## src/qbd_pkg.sv

```systemverilog
// Shared types and constants for the quant block dequantizer.
package qbd_pkg;

  typedef enum logic [2:0] {
    FMT_Q4_0 = 3'd0,
    FMT_Q4_1 = 3'd1,
    FMT_Q4_2 = 3'd2,
    FMT_Q4_3 = 3'd3,
    FMT_Q8_0 = 3'd4
  } fmt_t;

  localparam int unsigned QUEUE_DEPTH = 2;

  localparam logic [31:0] SIGN_BIT  = 32'h8000_0000;
  localparam logic [31:0] CANON_NAN = 32'h7FC0_0000;
  localparam logic [31:0] POS_INF   = 32'h7F80_0000;

  localparam logic [4:0] BYTES_Q4   = 5'd16;
  localparam logic [4:0] BYTES_Q4H  = 5'd8;
  localparam logic [4:0] BYTES_Q8   = 5'd31 + 5'd1;  // 32 wraps to 0 in 5 bits
  localparam logic [3:0] NIB_BIAS   = 4'd8;

  // One accepted quant byte with its block context.
  typedef struct packed {
    logic [7:0]  qbyte;
    logic        pair;    // two nibble values
    logic        bias;    // subtract 8 from each nibble
    logic [31:0] scale;
    logic [31:0] addend;
    logic        last;
  } entry_t;

  // One multiply-add for the arithmetic pipeline.
  typedef struct packed {
    logic signed [7:0] mul;
    logic [31:0]       scale;
    logic [31:0]       addend;
    logic              last;
  } op_t;

endpackage

```

## src/qbd_front.sv

```systemverilog
// Front end: format register, block position, scale/min latch, beat classification.
module qbd_front (
  input  logic              clk,
  input  logic              rst,
  input  logic              cfg_wen,
  input  logic [2:0]        cfg_wdata,
  input  logic              in_valid,
  output logic              in_ready,
  input  logic [31:0]       scale_bits,
  input  logic [31:0]       min_bits,
  input  logic [7:0]        quant_byte,
  output logic              push,
  output qbd_pkg::entry_t   push_entry,
  input  logic              push_ready
);

  logic [2:0]  fmt;
  logic [4:0]  byte_pos;
  logic [31:0] held_scale;
  logic [31:0] held_min;

  logic        fmt_ok;
  logic        half_fmt;
  logic        use_min;
  logic [4:0]  last_pos;
  logic [4:0]  pos_eff;
  logic        start;
  logic        accept;
  logic [31:0] scale_l;
  logic [31:0] min_l;

  function automatic logic [31:0] half_to_single(input logic [15:0] h);
    logic [31:0] res;
    logic [4:0]  ex;
    logic [9:0]  fr;
    logic [3:0]  k;
    logic [9:0]  frs;
    ex  = h[14:10];
    fr  = h[9:0];
    k   = 4'd10;
    for (int i = 0; i < 10; i++) begin
      if (fr[i]) k = 4'(10 - i);
    end
    frs = fr << k;
    if (ex == 5'd0) begin
      if (fr == 10'd0) res = {h[15], 31'd0};
      else res = {h[15], 8'(8'd113 - {4'd0, k}), frs, 13'd0};
    end else if (ex == 5'h1f) begin
      res = {h[15], 8'hff, fr, 13'd0};
    end else begin
      res = {h[15], 8'({3'd0, ex} + 8'd112), fr, 13'd0};
    end
    return res;
  endfunction

  function automatic logic [4:0] BYTES_LAST(input logic [4:0] n);
    return n - 5'd1;
  endfunction

  always_comb begin
    fmt_ok   = 1'b1;
    half_fmt = 1'b0;
    use_min  = 1'b0;
    last_pos = BYTES_LAST(qbd_pkg::BYTES_Q4);
    unique case (fmt)
      qbd_pkg::FMT_Q4_0: ;
      qbd_pkg::FMT_Q4_1: use_min = 1'b1;
      qbd_pkg::FMT_Q4_2: begin
        half_fmt = 1'b1;
        last_pos = BYTES_LAST(qbd_pkg::BYTES_Q4H);
      end
      qbd_pkg::FMT_Q4_3: begin
        half_fmt = 1'b1;
        use_min  = 1'b1;
        last_pos = BYTES_LAST(qbd_pkg::BYTES_Q4H);
      end
      qbd_pkg::FMT_Q8_0: last_pos = BYTES_LAST(qbd_pkg::BYTES_Q8);
      default: fmt_ok = 1'b0;
    endcase
  end

  assign in_ready = push_ready;
  assign accept   = in_valid && in_ready;
  assign pos_eff  = (byte_pos > last_pos) ? 5'd0 : byte_pos;
  assign start    = (pos_eff == 5'd0);

  always_comb begin
    if (start) begin
      scale_l = half_fmt ? half_to_single(scale_bits[15:0]) : scale_bits;
      min_l   = half_fmt ? half_to_single(min_bits[15:0]) : min_bits;
    end else begin
      scale_l = held_scale;
      min_l   = held_min;
    end
  end

  assign push                = accept && fmt_ok;
  assign push_entry.qbyte    = quant_byte;
  assign push_entry.pair     = (fmt != qbd_pkg::FMT_Q8_0);
  assign push_entry.bias     = (fmt == qbd_pkg::FMT_Q4_0) || (fmt == qbd_pkg::FMT_Q4_2);
  assign push_entry.scale    = scale_l;
  assign push_entry.addend   = use_min ? min_l : qbd_pkg::SIGN_BIT;
  assign push_entry.last     = (pos_eff == last_pos);

  always_ff @(posedge clk) begin
    if (rst) begin
      fmt        <= 3'd0;
      byte_pos   <= 5'd0;
      held_scale <= 32'd0;
      held_min   <= 32'd0;
    end else if (cfg_wen) begin
      fmt      <= cfg_wdata;
      byte_pos <= 5'd0;
    end else if (push) begin
      held_scale <= scale_l;
      held_min   <= min_l;
      byte_pos   <= (pos_eff == last_pos) ? 5'd0 : pos_eff + 5'd1;
    end
  end

endmodule

```

## src/qbd_queue.sv

```systemverilog
// Short queue of classified beats between front and back.
module qbd_queue #(
  parameter int unsigned DEPTH = qbd_pkg::QUEUE_DEPTH
) (
  input  logic            clk,
  input  logic            rst,
  input  logic            push,
  input  qbd_pkg::entry_t push_entry,
  output logic            push_ready,
  output logic            head_valid,
  output qbd_pkg::entry_t head,
  input  logic            pop
);

  localparam int unsigned PW = (DEPTH > 1) ? $clog2(DEPTH) : 1;
  localparam int unsigned CW = $clog2(DEPTH + 1);
  localparam logic [PW-1:0] PTR_LAST = PW'(DEPTH - 1);
  localparam logic [CW-1:0] CNT_FULL = CW'(DEPTH);

  qbd_pkg::entry_t mem [DEPTH];
  logic [PW-1:0]   wptr;
  logic [PW-1:0]   rptr;
  logic [CW-1:0]   count;

  assign push_ready = (count != CNT_FULL);
  assign head_valid = (count != '0);
  assign head       = mem[rptr];

  always_ff @(posedge clk) begin
    if (push && push_ready) mem[wptr] <= push_entry;
  end

  always_ff @(posedge clk) begin
    if (rst) begin
      wptr  <= '0;
      rptr  <= '0;
      count <= '0;
    end else begin
      if (push && push_ready) wptr <= (wptr == PTR_LAST) ? '0 : wptr + 1'b1;
      if (pop && head_valid) rptr <= (rptr == PTR_LAST) ? '0 : rptr + 1'b1;
      unique case ({push && push_ready, pop && head_valid})
        2'b10:   count <= count + 1'b1;
        2'b01:   count <= count - 1'b1;
        default: count <= count;
      endcase
    end
  end

endmodule

```

## src/qbd_back.sv

```systemverilog
// Back end issue: splits a queued beat into one or two multiply-add ops.
module qbd_back (
  input  logic            clk,
  input  logic            rst,
  input  logic            head_valid,
  input  qbd_pkg::entry_t head,
  output logic            pop,
  output logic            op_valid,
  output qbd_pkg::op_t    op,
  input  logic            op_ready
);

  logic       upper;   // second nibble of the current beat
  logic [3:0] nib;
  logic       fire;
  logic       done;

  assign nib      = upper ? head.qbyte[7:4] : head.qbyte[3:0];
  assign op_valid = head_valid;
  assign fire     = op_valid && op_ready;
  assign done     = !head.pair || upper;
  assign pop      = fire && done;

  always_comb begin
    if (!head.pair) op.mul = $signed(head.qbyte);
    else if (head.bias) op.mul = $signed({4'd0, nib}) - $signed({4'd0, qbd_pkg::NIB_BIAS});
    else op.mul = $signed({4'd0, nib});
  end
  assign op.scale  = head.scale;
  assign op.addend = head.addend;
  assign op.last   = head.last && done;

  always_ff @(posedge clk) begin
    if (rst) upper <= 1'b0;
    else if (fire && head.pair) upper <= !upper;
  end

endmodule

```

## src/qbd_fma.sv

```systemverilog
// Pipelined fused multiply-add q*scale+addend with one RNE rounding to single.
module qbd_fma (
  input  logic         clk,
  input  logic         rst,
  input  logic         in_valid,
  output logic         in_ready,
  input  qbd_pkg::op_t op,
  output logic         out_valid,
  input  logic         out_ready,
  output logic [31:0]  value_bits,
  output logic         last_of_block
);

  function automatic logic [5:0] lzc32(input logic [31:0] v);
    logic [5:0] n;
    n = 6'd32;
    for (int i = 0; i < 32; i++) begin
      if (v[i]) n = 6'(31 - i);
    end
    return n;
  endfunction

  function automatic logic [6:0] lzc66(input logic [65:0] v);
    logic [6:0] n;
    n = 7'd66;
    for (int i = 0; i < 66; i++) begin
      if (v[i]) n = 7'(65 - i);
    end
    return n;
  endfunction

  typedef struct packed {
    logic nan;
    logic inf;
    logic inf_sign;
    logic zero;      // both terms zero
    logic zero_sign;
    logic last;
  } flags_t;

  logic adv;
  logic va, vb, vc, vd, ve;

  assign adv      = !out_valid || out_ready;
  assign in_ready = adv;

  // stage A: operand register
  qbd_pkg::op_t a_op;

  // stage B: product and unpack
  logic        sa, sd, sm, sp;
  logic [7:0]  ed, em, amag;
  logic [22:0] fd, fm;
  logic        d_nan, d_inf, m_nan, m_inf;
  flags_t      b_fl_n;
  logic [31:0] b_p;
  logic        b_sp, b_sm;
  logic [7:0]  b_ed, b_em;
  logic [23:0] b_mm;
  flags_t      b_fl;

  assign sa   = a_op.mul[7];
  assign amag = sa ? 8'(-a_op.mul) : a_op.mul;
  assign sd   = a_op.scale[31];
  assign ed   = a_op.scale[30:23];
  assign fd   = a_op.scale[22:0];
  assign sm   = a_op.addend[31];
  assign em   = a_op.addend[30:23];
  assign fm   = a_op.addend[22:0];
  assign sp   = sa ^ sd;
  assign d_nan = (ed == 8'hff) && (fd != 23'd0);
  assign d_inf = (ed == 8'hff) && (fd == 23'd0);
  assign m_nan = (em == 8'hff) && (fm != 23'd0);
  assign m_inf = (em == 8'hff) && (fm == 23'd0);

  always_comb begin
    b_fl_n.nan = d_nan || m_nan || (d_inf && amag == 8'd0)
               || (d_inf && amag != 8'd0 && m_inf && sp != sm);
    b_fl_n.inf = (d_inf && amag != 8'd0) || m_inf;
    b_fl_n.inf_sign  = (d_inf && amag != 8'd0) ? sp : sm;
    b_fl_n.zero      = 1'b0;
    b_fl_n.zero_sign = 1'b0;
    b_fl_n.last      = a_op.last;
  end

  // stage C: normalize both terms, order by magnitude
  logic [5:0]        lzp, lzm;
  logic [31:0]       sigp, sigm, m32;
  logic signed [9:0] ep, em_s;
  logic              pz, mz, p_big;
  logic signed [9:0] diff;
  logic [31:0]       c_sigx, c_sigy;
  logic signed [9:0] c_ex;
  logic              c_sx, c_sub;
  logic [5:0]        c_diff;
  flags_t            c_fl;

  assign m32  = {b_mm, 8'd0};
  assign lzp  = lzc32(b_p);
  assign lzm  = lzc32(m32);
  assign sigp = b_p << lzp;
  assign sigm = m32 << lzm;
  assign ep   = $signed({2'd0, b_ed}) - $signed({4'd0, lzp});
  assign em_s = $signed({2'd0, b_em}) - 10'sd8 - $signed({4'd0, lzm});
  assign pz   = (b_p == 32'd0);
  assign mz   = (b_mm == 24'd0);
  assign p_big = mz || (!pz && ((ep > em_s) || (ep == em_s && sigp >= sigm)));
  assign diff = p_big ? (ep - em_s) : (em_s - ep);

  // stage D: align and add
  logic [64:0] xf, yf, yshift;
  logic [65:0] d_sum;
  logic signed [9:0] d_ex;
  logic        d_sx;
  flags_t      d_fl;

  assign xf     = {c_sigx, 33'd0};
  assign yshift = {c_sigy, 33'd0} >> c_diff;
  assign yf     = (c_diff == 6'd34) ? {64'd0, c_sigy != 32'd0} : yshift;

  // stage E: normalize sum
  logic [6:0]         lz;
  logic [65:0]        e_n;
  logic signed [10:0] e_er;
  logic               e_sx, e_szero;
  flags_t             e_fl;

  assign lz = lzc66(d_sum);

  // stage F: subnormal shift, round, pack
  logic signed [10:0] rs_t;
  logic [6:0]         rs;
  logic [131:0]       wide;
  logic [23:0]        m24;
  logic               rbit, sticky, rnd;
  logic [7:0]         efield;
  logic [31:0]        packed_v;
  logic [31:0]        result;

  always_comb begin
    rs_t = 11'sd1 - e_er;
    if (e_er >= 11'sd1) rs = 7'd0;
    else if (rs_t > 11'sd66) rs = 7'd66;
    else rs = rs_t[6:0];
    wide     = {e_n, 66'd0} >> rs;
    m24      = wide[131:108];
    rbit     = wide[107];
    sticky   = |wide[106:0];
    rnd      = rbit && (sticky || m24[0]);
    efield   = (e_er >= 11'sd1) ? 8'(e_er[7:0] - 8'd1) : 8'd0;
    packed_v = {1'b0, efield, 23'd0} + {8'd0, m24} + {31'd0, rnd};
    if (e_fl.nan) result = qbd_pkg::CANON_NAN;
    else if (e_fl.inf) result = {e_fl.inf_sign, qbd_pkg::POS_INF[30:0]};
    else if (e_fl.zero) result = {e_fl.zero_sign, 31'd0};
    else if (e_szero) result = 32'd0;
    else if (e_er > 11'sd254) result = {e_sx, qbd_pkg::POS_INF[30:0]};
    else result = {e_sx, packed_v[30:0]};
  end

  always_ff @(posedge clk) begin
    if (adv) begin
      a_op <= op;

      b_p  <= {24'd0, amag} * {8'd0, (ed != 8'd0), fd};
      b_sp <= sp;
      b_sm <= sm;
      b_ed <= (ed == 8'd0) ? 8'd1 : ed;
      b_em <= (em == 8'd0) ? 8'd1 : em;
      b_mm <= {(em != 8'd0), fm};
      b_fl <= b_fl_n;

      c_sigx <= p_big ? sigp : sigm;
      c_sigy <= (pz || mz) ? 32'd0 : (p_big ? sigm : sigp);
      c_ex   <= p_big ? ep : em_s;
      c_sx   <= p_big ? b_sp : b_sm;
      c_sub  <= b_sp != b_sm;
      c_diff <= (diff > 10'sd33) ? 6'd34 : diff[5:0];
      c_fl   <= '{nan: b_fl.nan, inf: b_fl.inf, inf_sign: b_fl.inf_sign,
                  zero: pz && mz, zero_sign: b_sp && b_sm, last: b_fl.last};

      d_sum <= c_sub ? ({1'b0, xf} - {1'b0, yf}) : ({1'b0, xf} + {1'b0, yf});
      d_ex  <= c_ex;
      d_sx  <= c_sx;
      d_fl  <= c_fl;

      e_n     <= d_sum << lz;
      e_er    <= $signed({d_ex[9], d_ex}) + 11'sd9 - $signed({4'd0, lz});
      e_sx    <= d_sx;
      e_szero <= (d_sum == 66'd0);
      e_fl    <= d_fl;

      value_bits    <= result;
      last_of_block <= e_fl.last;
    end
  end

  always_ff @(posedge clk) begin
    if (rst) begin
      va <= 1'b0;
      vb <= 1'b0;
      vc <= 1'b0;
      vd <= 1'b0;
      ve <= 1'b0;
      out_valid <= 1'b0;
    end else if (adv) begin
      va <= in_valid;
      vb <= va;
      vc <= vb;
      vd <= vc;
      ve <= vd;
      out_valid <= ve;
    end
  end

endmodule

```

## src/quant_block_dequantizer.sv

```systemverilog
// Top level of the quant block dequantizer.
// Takes one quant byte per beat and returns IEEE single values, low nibble first for the
// nibble formats and one value per byte for q8_0; beats under an unused format code are
// accepted and dropped. The input side accepts a beat every cycle while the beat queue
// has room; results leave at one per cycle on the output port while out_ready is high,
// a nibble byte giving two values and a q8_0 byte one; this port sets the pace. Values
// pass the six-stage fused multiply-add pipeline. A format write restarts the block.
module quant_block_dequantizer #(
  parameter int unsigned QUEUE_DEPTH = qbd_pkg::QUEUE_DEPTH
) (
  input  logic        clk,
  input  logic        rst,
  input  logic        cfg_wen,
  input  logic [2:0]  cfg_wdata,
  input  logic        in_valid,
  output logic        in_ready,
  input  logic [31:0] scale_bits,
  input  logic [31:0] min_bits,
  input  logic [7:0]  quant_byte,
  output logic        out_valid,
  input  logic        out_ready,
  output logic [31:0] value_bits,
  output logic        last_of_block
);

  logic            push, push_ready;
  qbd_pkg::entry_t push_entry;
  logic            head_valid, pop;
  qbd_pkg::entry_t head;
  logic            op_valid, op_ready;
  qbd_pkg::op_t    op;

  qbd_front u_front (
    .clk, .rst, .cfg_wen, .cfg_wdata, .in_valid, .in_ready,
    .scale_bits, .min_bits, .quant_byte,
    .push, .push_entry, .push_ready
  );

  qbd_queue #(.DEPTH(QUEUE_DEPTH)) u_queue (
    .clk, .rst, .push, .push_entry, .push_ready, .head_valid, .head, .pop
  );

  qbd_back u_back (
    .clk, .rst, .head_valid, .head, .pop, .op_valid, .op, .op_ready
  );

  qbd_fma u_fma (
    .clk, .rst, .in_valid(op_valid), .in_ready(op_ready), .op,
    .out_valid, .out_ready, .value_bits, .last_of_block
  );

  // a stalled result holds the whole arithmetic pipeline
  a_stall_holds: assert property (@(posedge clk) disable iff (rst)
    out_valid && !out_ready |-> !op_ready)
    else $error("fma accepted an op while its output was stalled");

  // NaN results leave only in canonical form
  a_canon_nan: assert property (@(posedge clk) disable iff (rst)
    out_valid && value_bits[30:23] == 8'hff && value_bits[22:0] != 23'd0
    |-> value_bits == qbd_pkg::CANON_NAN)
    else $error("non-canonical NaN on result");

  // front is only held off by a full queue
  a_ready_queue: assert property (@(posedge clk) disable iff (rst)
    !in_ready |-> head_valid)
    else $error("input stalled with empty queue");

endmodule

```

## config.mk

```make
export PLATFORM = sky130hd
export DESIGN_NAME = quant_block_dequantizer
export DESIGN_NICKNAME = d
export VERILOG_FILES = /design/src/qbd_pkg.sv /design/src/qbd_front.sv /design/src/qbd_queue.sv /design/src/qbd_back.sv /design/src/qbd_fma.sv /design/src/quant_block_dequantizer.sv
export SDC_FILE = /design/constraint.sdc
export NUM_CORES = 2
export LEC_CHECK = 0
export ABC_AREA = 1
export BUFFER_PORTS_ARGS = -buffer_cell sky130_fd_sc_hd__buf_4
export CELL_PAD_IN_SITES_DETAIL_PLACEMENT = 2
export CELL_PAD_IN_SITES_GLOBAL_PLACEMENT = 2
export CORE_UTILIZATION = 34
export DETAILED_ROUTE_END_ITERATION = 6
export GPL_TIMING_DRIVEN = 0
export HOLD_SLACK_MARGIN = 0.05
export PLACE_DENSITY_LB_ADDON = 0.1
export SETUP_SLACK_MARGIN = 0.3
export SYNTH_ARGS = -nofsm -noshare
export SYNTH_HDL_FRONTEND = slang
export SYNTH_SLANG_ARGS = --single-unit
```

## constraint.sdc

```tcl
create_clock -name clk -period 11.4 [get_ports clk]
set_input_delay 2.28 -clock clk [delete_from_list [all_inputs] [get_ports clk]]
set_output_delay 2.28 -clock clk [all_outputs]
set_load 0.01 [all_outputs]
```

# After elaboration in Yosys (flattened, before gate mapping)
# Memory sizes are Yosys's and may differ from the RTL's. A register that Yosys moved wholly into a read port is not among the register bits.
# Index checks and enable logic that the tools add are counted.
word_totals:
  reg_bits: 523
  mem_bits_rw: 150
  in_bits: 80
  output_inout_bits: 35
  wordCells: 373
  memories: 1
classes:
  addsub: 24
  n_mul: 1
  magnitude_cmp: 7
  eq_ne: 17
  shift: 7
  mux: 185
  bitwise: 2
  reduce_logical: 66
mem_list:
  columns: ["memory", "words", "word_bits", "rd", "rd_ports_with_merged_regs", "wr", "line", "rtl"]
  rows:
  - ["u_queue.mem", 2, 75, 1, 1, 1, "qbd_queue.sv:20", "qbd_pkg::entry_t mem [DEPTH];"]
op_table:
  columns: ["operator", "count"]
  rows:
  - ["7-bit 2-to-1 mux", 66]
  - ["6-bit 2-to-1 mux", 56]
  - ["32-bit 2-to-1 mux", 10]
  - ["31-bit 2-to-1 mux", 7]
  - ["132-bit by 7-bit right shift with 132-bit output", 1]
  - ["107-bit OR reduction", 1]
  - ["4-bit 2-to-1 mux", 17]
  - ["65-bit by 65-bit adder with 66-bit output", 1]
  - ["66-bit zero test", 1]
  - ["66-bit 2-to-1 mux", 1]
  - ["66-bit by 7-bit << shifter with 66-bit output", 1]
  - ["65-bit by 65-bit subtractor with 66-bit output", 1]
  - ["65-bit 2-to-1 mux", 1]
  - ["65-bit by 6-bit right shift with 65-bit output", 1]
  - ["32-bit by 6-bit << shifter with 32-bit output", 2]
  - ["23-bit zero test", 2]
  - ["23-bit nonzero test", 2]
  - ["32-bit greater-or-equal comparator", 1]
  - ["32-bit zero test", 1]
  - ["8-bit by 24-bit multiplier with 32-bit output", 1]
  - ["8-bit 2-to-1 mux", 4]
  - ["32-bit nonzero test", 1]
  - ["31-bit by 1-bit adder with 31-bit output", 1]
  - ["31-bit by 24-bit adder with 31-bit output", 1]
  - ["57 further kinds", 128]

# Depth between registers and ports, before layout
logic_depth:
  depth_word: 67
  depth_mapped: 78
  mapped_depth_nobuf: 77

# By module
# From an unflattened synthesis, not the netlist that was laid out.
unflattened:
  cells_unflattened: 7383
  area_unflattened_um2: 54622.4
modules_own_cells:
  columns: ["module", "n_inst", "cells_per_inst", "area_per_inst_um2", "seq_area_each_um2"]
  rows:
  - ["qbd_fma", 1, 6051, 42330.6, 13332.8]
  - ["qbd_queue", 1, 271, 5855.6, 4604.4]
  - ["qbd_front", 1, 964, 5773.0, 1441.4]
  - ["qbd_back", 1, 97, 663.1, 20.0]

# Worst setup path after synthesis
# Ideal clock, no wire load.
synth_path:
  path_kind: "in2reg"
  startpoint: "input out_ready"
  endpoint: "register u_fma.a_op[0] (netlist bit) (enable)"
  setup_ns: 0.791
  t_arrival_ns: 10.913
  required_ns: 10.609
  slack_ns: -0.304
  path_stages: 2
  n_path_buf: 0
  cell_sequence: "nor2_1 -> inv_1"
synth_via:
  elab_chain_cells: 1
synth_rtl:
  columns: ["item", "line", "rtl"]
  rows:
  - ["start: declaration", "quant_block_dequantizer.sv:21", "input logic out_ready,"]
  - ["1-bit logical OR", "qbd_fma.sv:44", "assign adv = !out_valid || out_ready;"]
  - ["end signal: assignment", "qbd_fma.sv:162", "a_op <= op;"]
  - ["end: declaration", "qbd_fma.sv:48", "qbd_pkg::op_t a_op;"]
# Every way passes these cells.
# A chain may end at the register's enable or synchronous reset.

# Final worst setup path
layout_path:
  startpoint: "register u_fma.b_p[1]"
  endpoint: "register u_fma.c_diff[3], data pin"
layout_via:
  elab_chain_cells: 39
  elab_cells_between_ends: 46
  cone_classes: "3 x add/sub; 3 x order compare; 1 x eq/ne; 1 x shift; 32 x mux; 6 x reduce/logical"
layout_rtl:
  columns: ["item", "line", "rtl"]
  rows:
  - ["start: declaration", "qbd_fma.sv:56", "logic [31:0] b_p;"]
  - ["start signal: assignment", "qbd_fma.sv:164", "b_p <= {24'd0, amag} * {8'd0, (ed != 8'd0), fd};"]
  - ["6-bit 2-to-1 mux (31 in series)", "qbd_fma.sv:18", "if (v[i]) n = 6'(31 - i);"]
  - ["32-bit by 6-bit << shifter with 32-bit output / 8-bit by 6-bit subtractor with 9-bit output (equally long branches)", "qbd_fma.sv:101, qbd_fma.sv:103", null]
  - ["32-bit greater-or-equal comparator / 10-bit equality test (equally long branches)", "qbd_fma.sv:107", "assign p_big = mz || (!pz && ((ep > em_s) || (ep == em_s && sigp >= sigm)));"]
  - ["1-bit logical AND", "qbd_fma.sv:107", null]
  - ["1-bit logical OR", "qbd_fma.sv:107", null]
  - ["1-bit logical AND", "qbd_fma.sv:107", null]
  - ["1-bit logical OR", "qbd_fma.sv:107", null]
  - ["10-bit 2-to-1 mux (*)", "qbd_fma.sv:108", "assign diff = p_big ? (ep - em_s) : (em_s - ep);"]
  - ["10-bit by 7-bit > comparator with 1-bit output", "qbd_fma.sv:177", "c_diff <= (diff > 10'sd33) ? 6'd34 : diff[5:0];"]
  - ["end signal: assignment", "qbd_fma.sv:177", null]
  - ["end: declaration", "qbd_fma.sv:95", "logic [5:0] c_diff;"]
# Mark *: on every way between the ends. The rest lies on a longest branch, timed or not.

==> reports/metrics.yaml <==
route:
  drt_pre_antenna_iters: 7
  post_drt_via_cell_ratio: 5.32
  postRouteAntennaNets: 0
  post-route-drc-count: 1
  drt_iter0_drc: 2367
  detailroute.via_count: 51710
  route.detailed.wl_per_inst_um: 22.9
  routed_wirelength_um: 222000
logic_synthesis:
  synth-edff-count: 590
  synthDominantAreaCellType: "sky130_fd_sc_hd__edfxtp_1"
  synth_ff_type: "sky130_fd_sc_hd__edfxtp_1"
  synth_top_area_share_pct: 33.2
  synth_area_um2: 53400
  synthesized_nets: 7797
  synth_seq_area_share_pct: 36.3
  synth_cells: 7374
  synth_top_cells_by_area: "sky130_fd_sc_hd__edfxtp_1 33%, sky130_fd_sc_hd__nand2_1 13%, sky130_fd_sc_hd__inv_1 7.8%, sky130_fd_sc_hd__o21ai_0 7.4%, sky130_fd_sc_hd__fa_1 5.2%"
  ys_ff_latch: 674
  syn_avg_cell_area_um2: 7.24
  postSynth.asyncResetShare_pct: 0
  yosys_warnings: 0
  synth.distinct_cells: 76
flow_run:
  max_cap_viol: 0
clock_network:
  htree_levels: 3
  cts_buffers: 83
  worst_skew_pair.late_latency_ns: 0.72
  clockRootBuffer: "sky130_fd_sc_hd__clkbuf_16"
  clock_path_buffers: 3
  tritoncts_clock_tree: "built"
  cts.sinks: 674
  clk_transition_reported_paths_ns: 0.06
final_layout:
  diodes: 0
  area.growth.synth_to_final_pct: 12.4
  final_core_utilization_pct: 38.5
  nets: 8010
  final_cell_area_um2: 60000
  post_route_cells_drive_above_1_share_pct: 4.82
floorplan:
  placement_rows: 145
  core_area_um2: 156000
  ioPinCount: 115
  dieArea_um2: 159000
  die_x_um: 398
  die_h_um: 398
  starting_density_of_the_core_pct: 34.2
global_route:
  grt_first_pass_wirelength_um: 340000
  gr-max-usage-layer: "met2"
  grt_max_degree: 44
  grtUsageMet3_pct: 2.45
  met1_usage_pct: 33.9
  grt-ovfl-total: 0
  first_global_vias: 56868
  met2_resource_use_gr_pct: 51.3
  grt_antenna_before_repair: 0
  global_route.usage.total_pct: 27.8
setup_path:
  r2r-start: "u_fma.b_p[1]$_DFFE_PN_"
  worst-path-max-fanout: 10
  critical_path.startpoint_type: "register"
  required_ns: 11.82
  startpoint: "u_fma.b_p[1]$_DFFE_PN_"
  critical-path-top-delay-family: "compound AO/OA/AOI/OAI gates"
  critPathSlowestCell: "sky130_fd_sc_hd__nor2_1"
  cp_dominant_cell_by_count: "sky130_fd_sc_hd__o21ai_0"
  bufs_and_invs_on_worst_path: 8
  critical_path.max_stage_delay_ns: 0.62
  critPathKind: "register to register"
  end_kind: "register"
  worstPathArrival_ns: 10.16
timing:
  grt_setup_unrepaired: "false"
  min_period_ns: 9.75
  slew_violations: 0
  finalClockSkew_ns: 0.0549
  hold_viol: 0
  finalSetupViolations: 0
  tightestPinTransition_ns: 1.03
  min_period_over_period_pct: 85.5
  fmax_mhz: 103
  slew_margin_rel_pct: 30.9
  setup_slack_ns: 1.65
  fin_hold_ws_ns: 0.411
place:
  pre_cts_setup_slack_ns: 1.60
  detailedPlacementHpwl_um: 183000
  portBuffers: 113
  place_area_um2: 57100
  routabilityCongestion: 0.924
status:
  outcome: "finished, violations left"
  failed_checks: "DRC"
worst_hold_path:
  beginning_of_the_worst_hold_path: "u_fma.c_fl[2]$_DFFE_PN_"
  hold_path.class: "register to register"
## per-stage QoR
| step | cells | setup TNS, ns |
|---|---|---|
| 3_3_place_gp | 9545 | -1021.73 |
| 6_report | 9713 | 0 |
| 2_1_floorplan | 7374 | 0 |
| 5_1_grt | 9713 | 0 |
| 3_5_place_dp | 9560 | 0 |
| 4_1_cts | 9713 | 0 |
## metal layers
metal | part of all wire (%) | vias up | wire length, µm
met2 | 51 | 763 | 114000
met1 | 43 | 26093 | 95500
met5 | 0 | - | 0
li1 | - | 24553 | -
met3 | 2.5 | 301 | 5540
met4 | 3.0 | 0 | 6770
## registers in the layout, summed over array words and instances (netlist names), 66 cells and up, named ones only
| signal | flops |
|---|---|
| u_queue.mem | 150 |
| u_fma.a_op | 73 |
| u_fma.e_n | 66 |
| u_fma.d_sum | 66 |
## cells in the mapped netlist, drive strengths merged, types with 55 or more instances
cell type     n
ha          205
xor2        107
nand3       493
nand2      1918
nor2        613
nor3         83
fa          138
edfxtp      590
inv        1127
a21oi       311
dfxtp        84
nand4        55
o21ai       870
o211ai       60
clkbuf      310
## final cells by class
class                           instances  area (µm²)
Buffer                                359        1390
Clock buffer                           99        2200
Clock inverter                         54         674
Fill cell                           18408       96000
Inverter                             1138        4280
Multi-Input combinational cell       5203       28300
Sequential cell                       674       19400
Tap cell                             2058        2570
Timing Repair Buffer                  128        1150
## final timing paths
kind | to | slack, ns | cells past startpoint
max | u_fma.c_diff[3]$_SDFFCE_PN0N_ | 1.65 | 52
min | u_fma.d_fl[2]$_DFFE_PN_ | 0.41 | 0
max reg2reg | u_fma.c_diff[3]$_SDFFCE_PN0N_ | 1.65 | 52
min reg2reg | u_fma.d_fl[2]$_DFFE_PN_ | 0.41 | 0
## repair_timing
action	in CTS	in global routing
buffers inserted	0	0
endpoints found under the setup margin	0	2
gates resized for setup	0	1
hold buffers	0	0
## cell families (layout without fill, tap and decap cells)
logic type | count (synthesis) | in the layout | share of synthesized area (%)
multiplexers | 41 | 41 | 0.769
buffers and inverters | 1497 | 1778 | 10.6
AO/OA/AOI/OAI | 1443 | 1443 | 14.9
adder cells (fa/ha/maj) | 343 | 343 | 9.98
flip-flops | 674 | 674 | 36.3
AND/OR/NAND/NOR | 3235 | 3235 | 25.0
XOR/XNOR | 141 | 141 | 2.31
## cell usage in the layout (no fill, tap or decap), types with 19 or more instances in the layout
cell type,count
sky130_fd_sc_hd__o211ai_1,60
sky130_fd_sc_hd__xor2_1,107
sky130_fd_sc_hd__buf_4,113
sky130_fd_sc_hd__buf_1,40
sky130_fd_sc_hd__o21ai_2,22
sky130_fd_sc_hd__inv_1,1106
sky130_fd_sc_hd__nand4_1,52
sky130_fd_sc_hd__nand3_1,493
sky130_fd_sc_hd__edfxtp_1,590
sky130_fd_sc_hd__a21oi_1,310
sky130_fd_sc_hd__ha_1,205
sky130_fd_sc_hd__inv_2,19
sky130_fd_sc_hd__xnor2_1,34
sky130_fd_sc_hd__nor4_1,27
sky130_fd_sc_hd__or2_2,20
sky130_fd_sc_hd__clkbuf_16,84
sky130_fd_sc_hd__nor2_1,599
sky130_fd_sc_hd__o22ai_1,30
sky130_fd_sc_hd__o221ai_1,21
sky130_fd_sc_hd__clkbuf_1,321
sky130_fd_sc_hd__a31oi_1,43
sky130_fd_sc_hd__clkinv_1,23
sky130_fd_sc_hd__nor3_1,73
sky130_fd_sc_hd__o21ai_1,56
sky130_fd_sc_hd__o21ai_0,792
sky130_fd_sc_hd__dfxtp_1,84
sky130_fd_sc_hd__nand2_1,1914
sky130_fd_sc_hd__fa_1,138
sky130_fd_sc_hd__mux2i_1,41
Power is left out: the tool's default activity adds up to more than one toggle a clock period on the data nets, which glitch-free logic cannot reach.
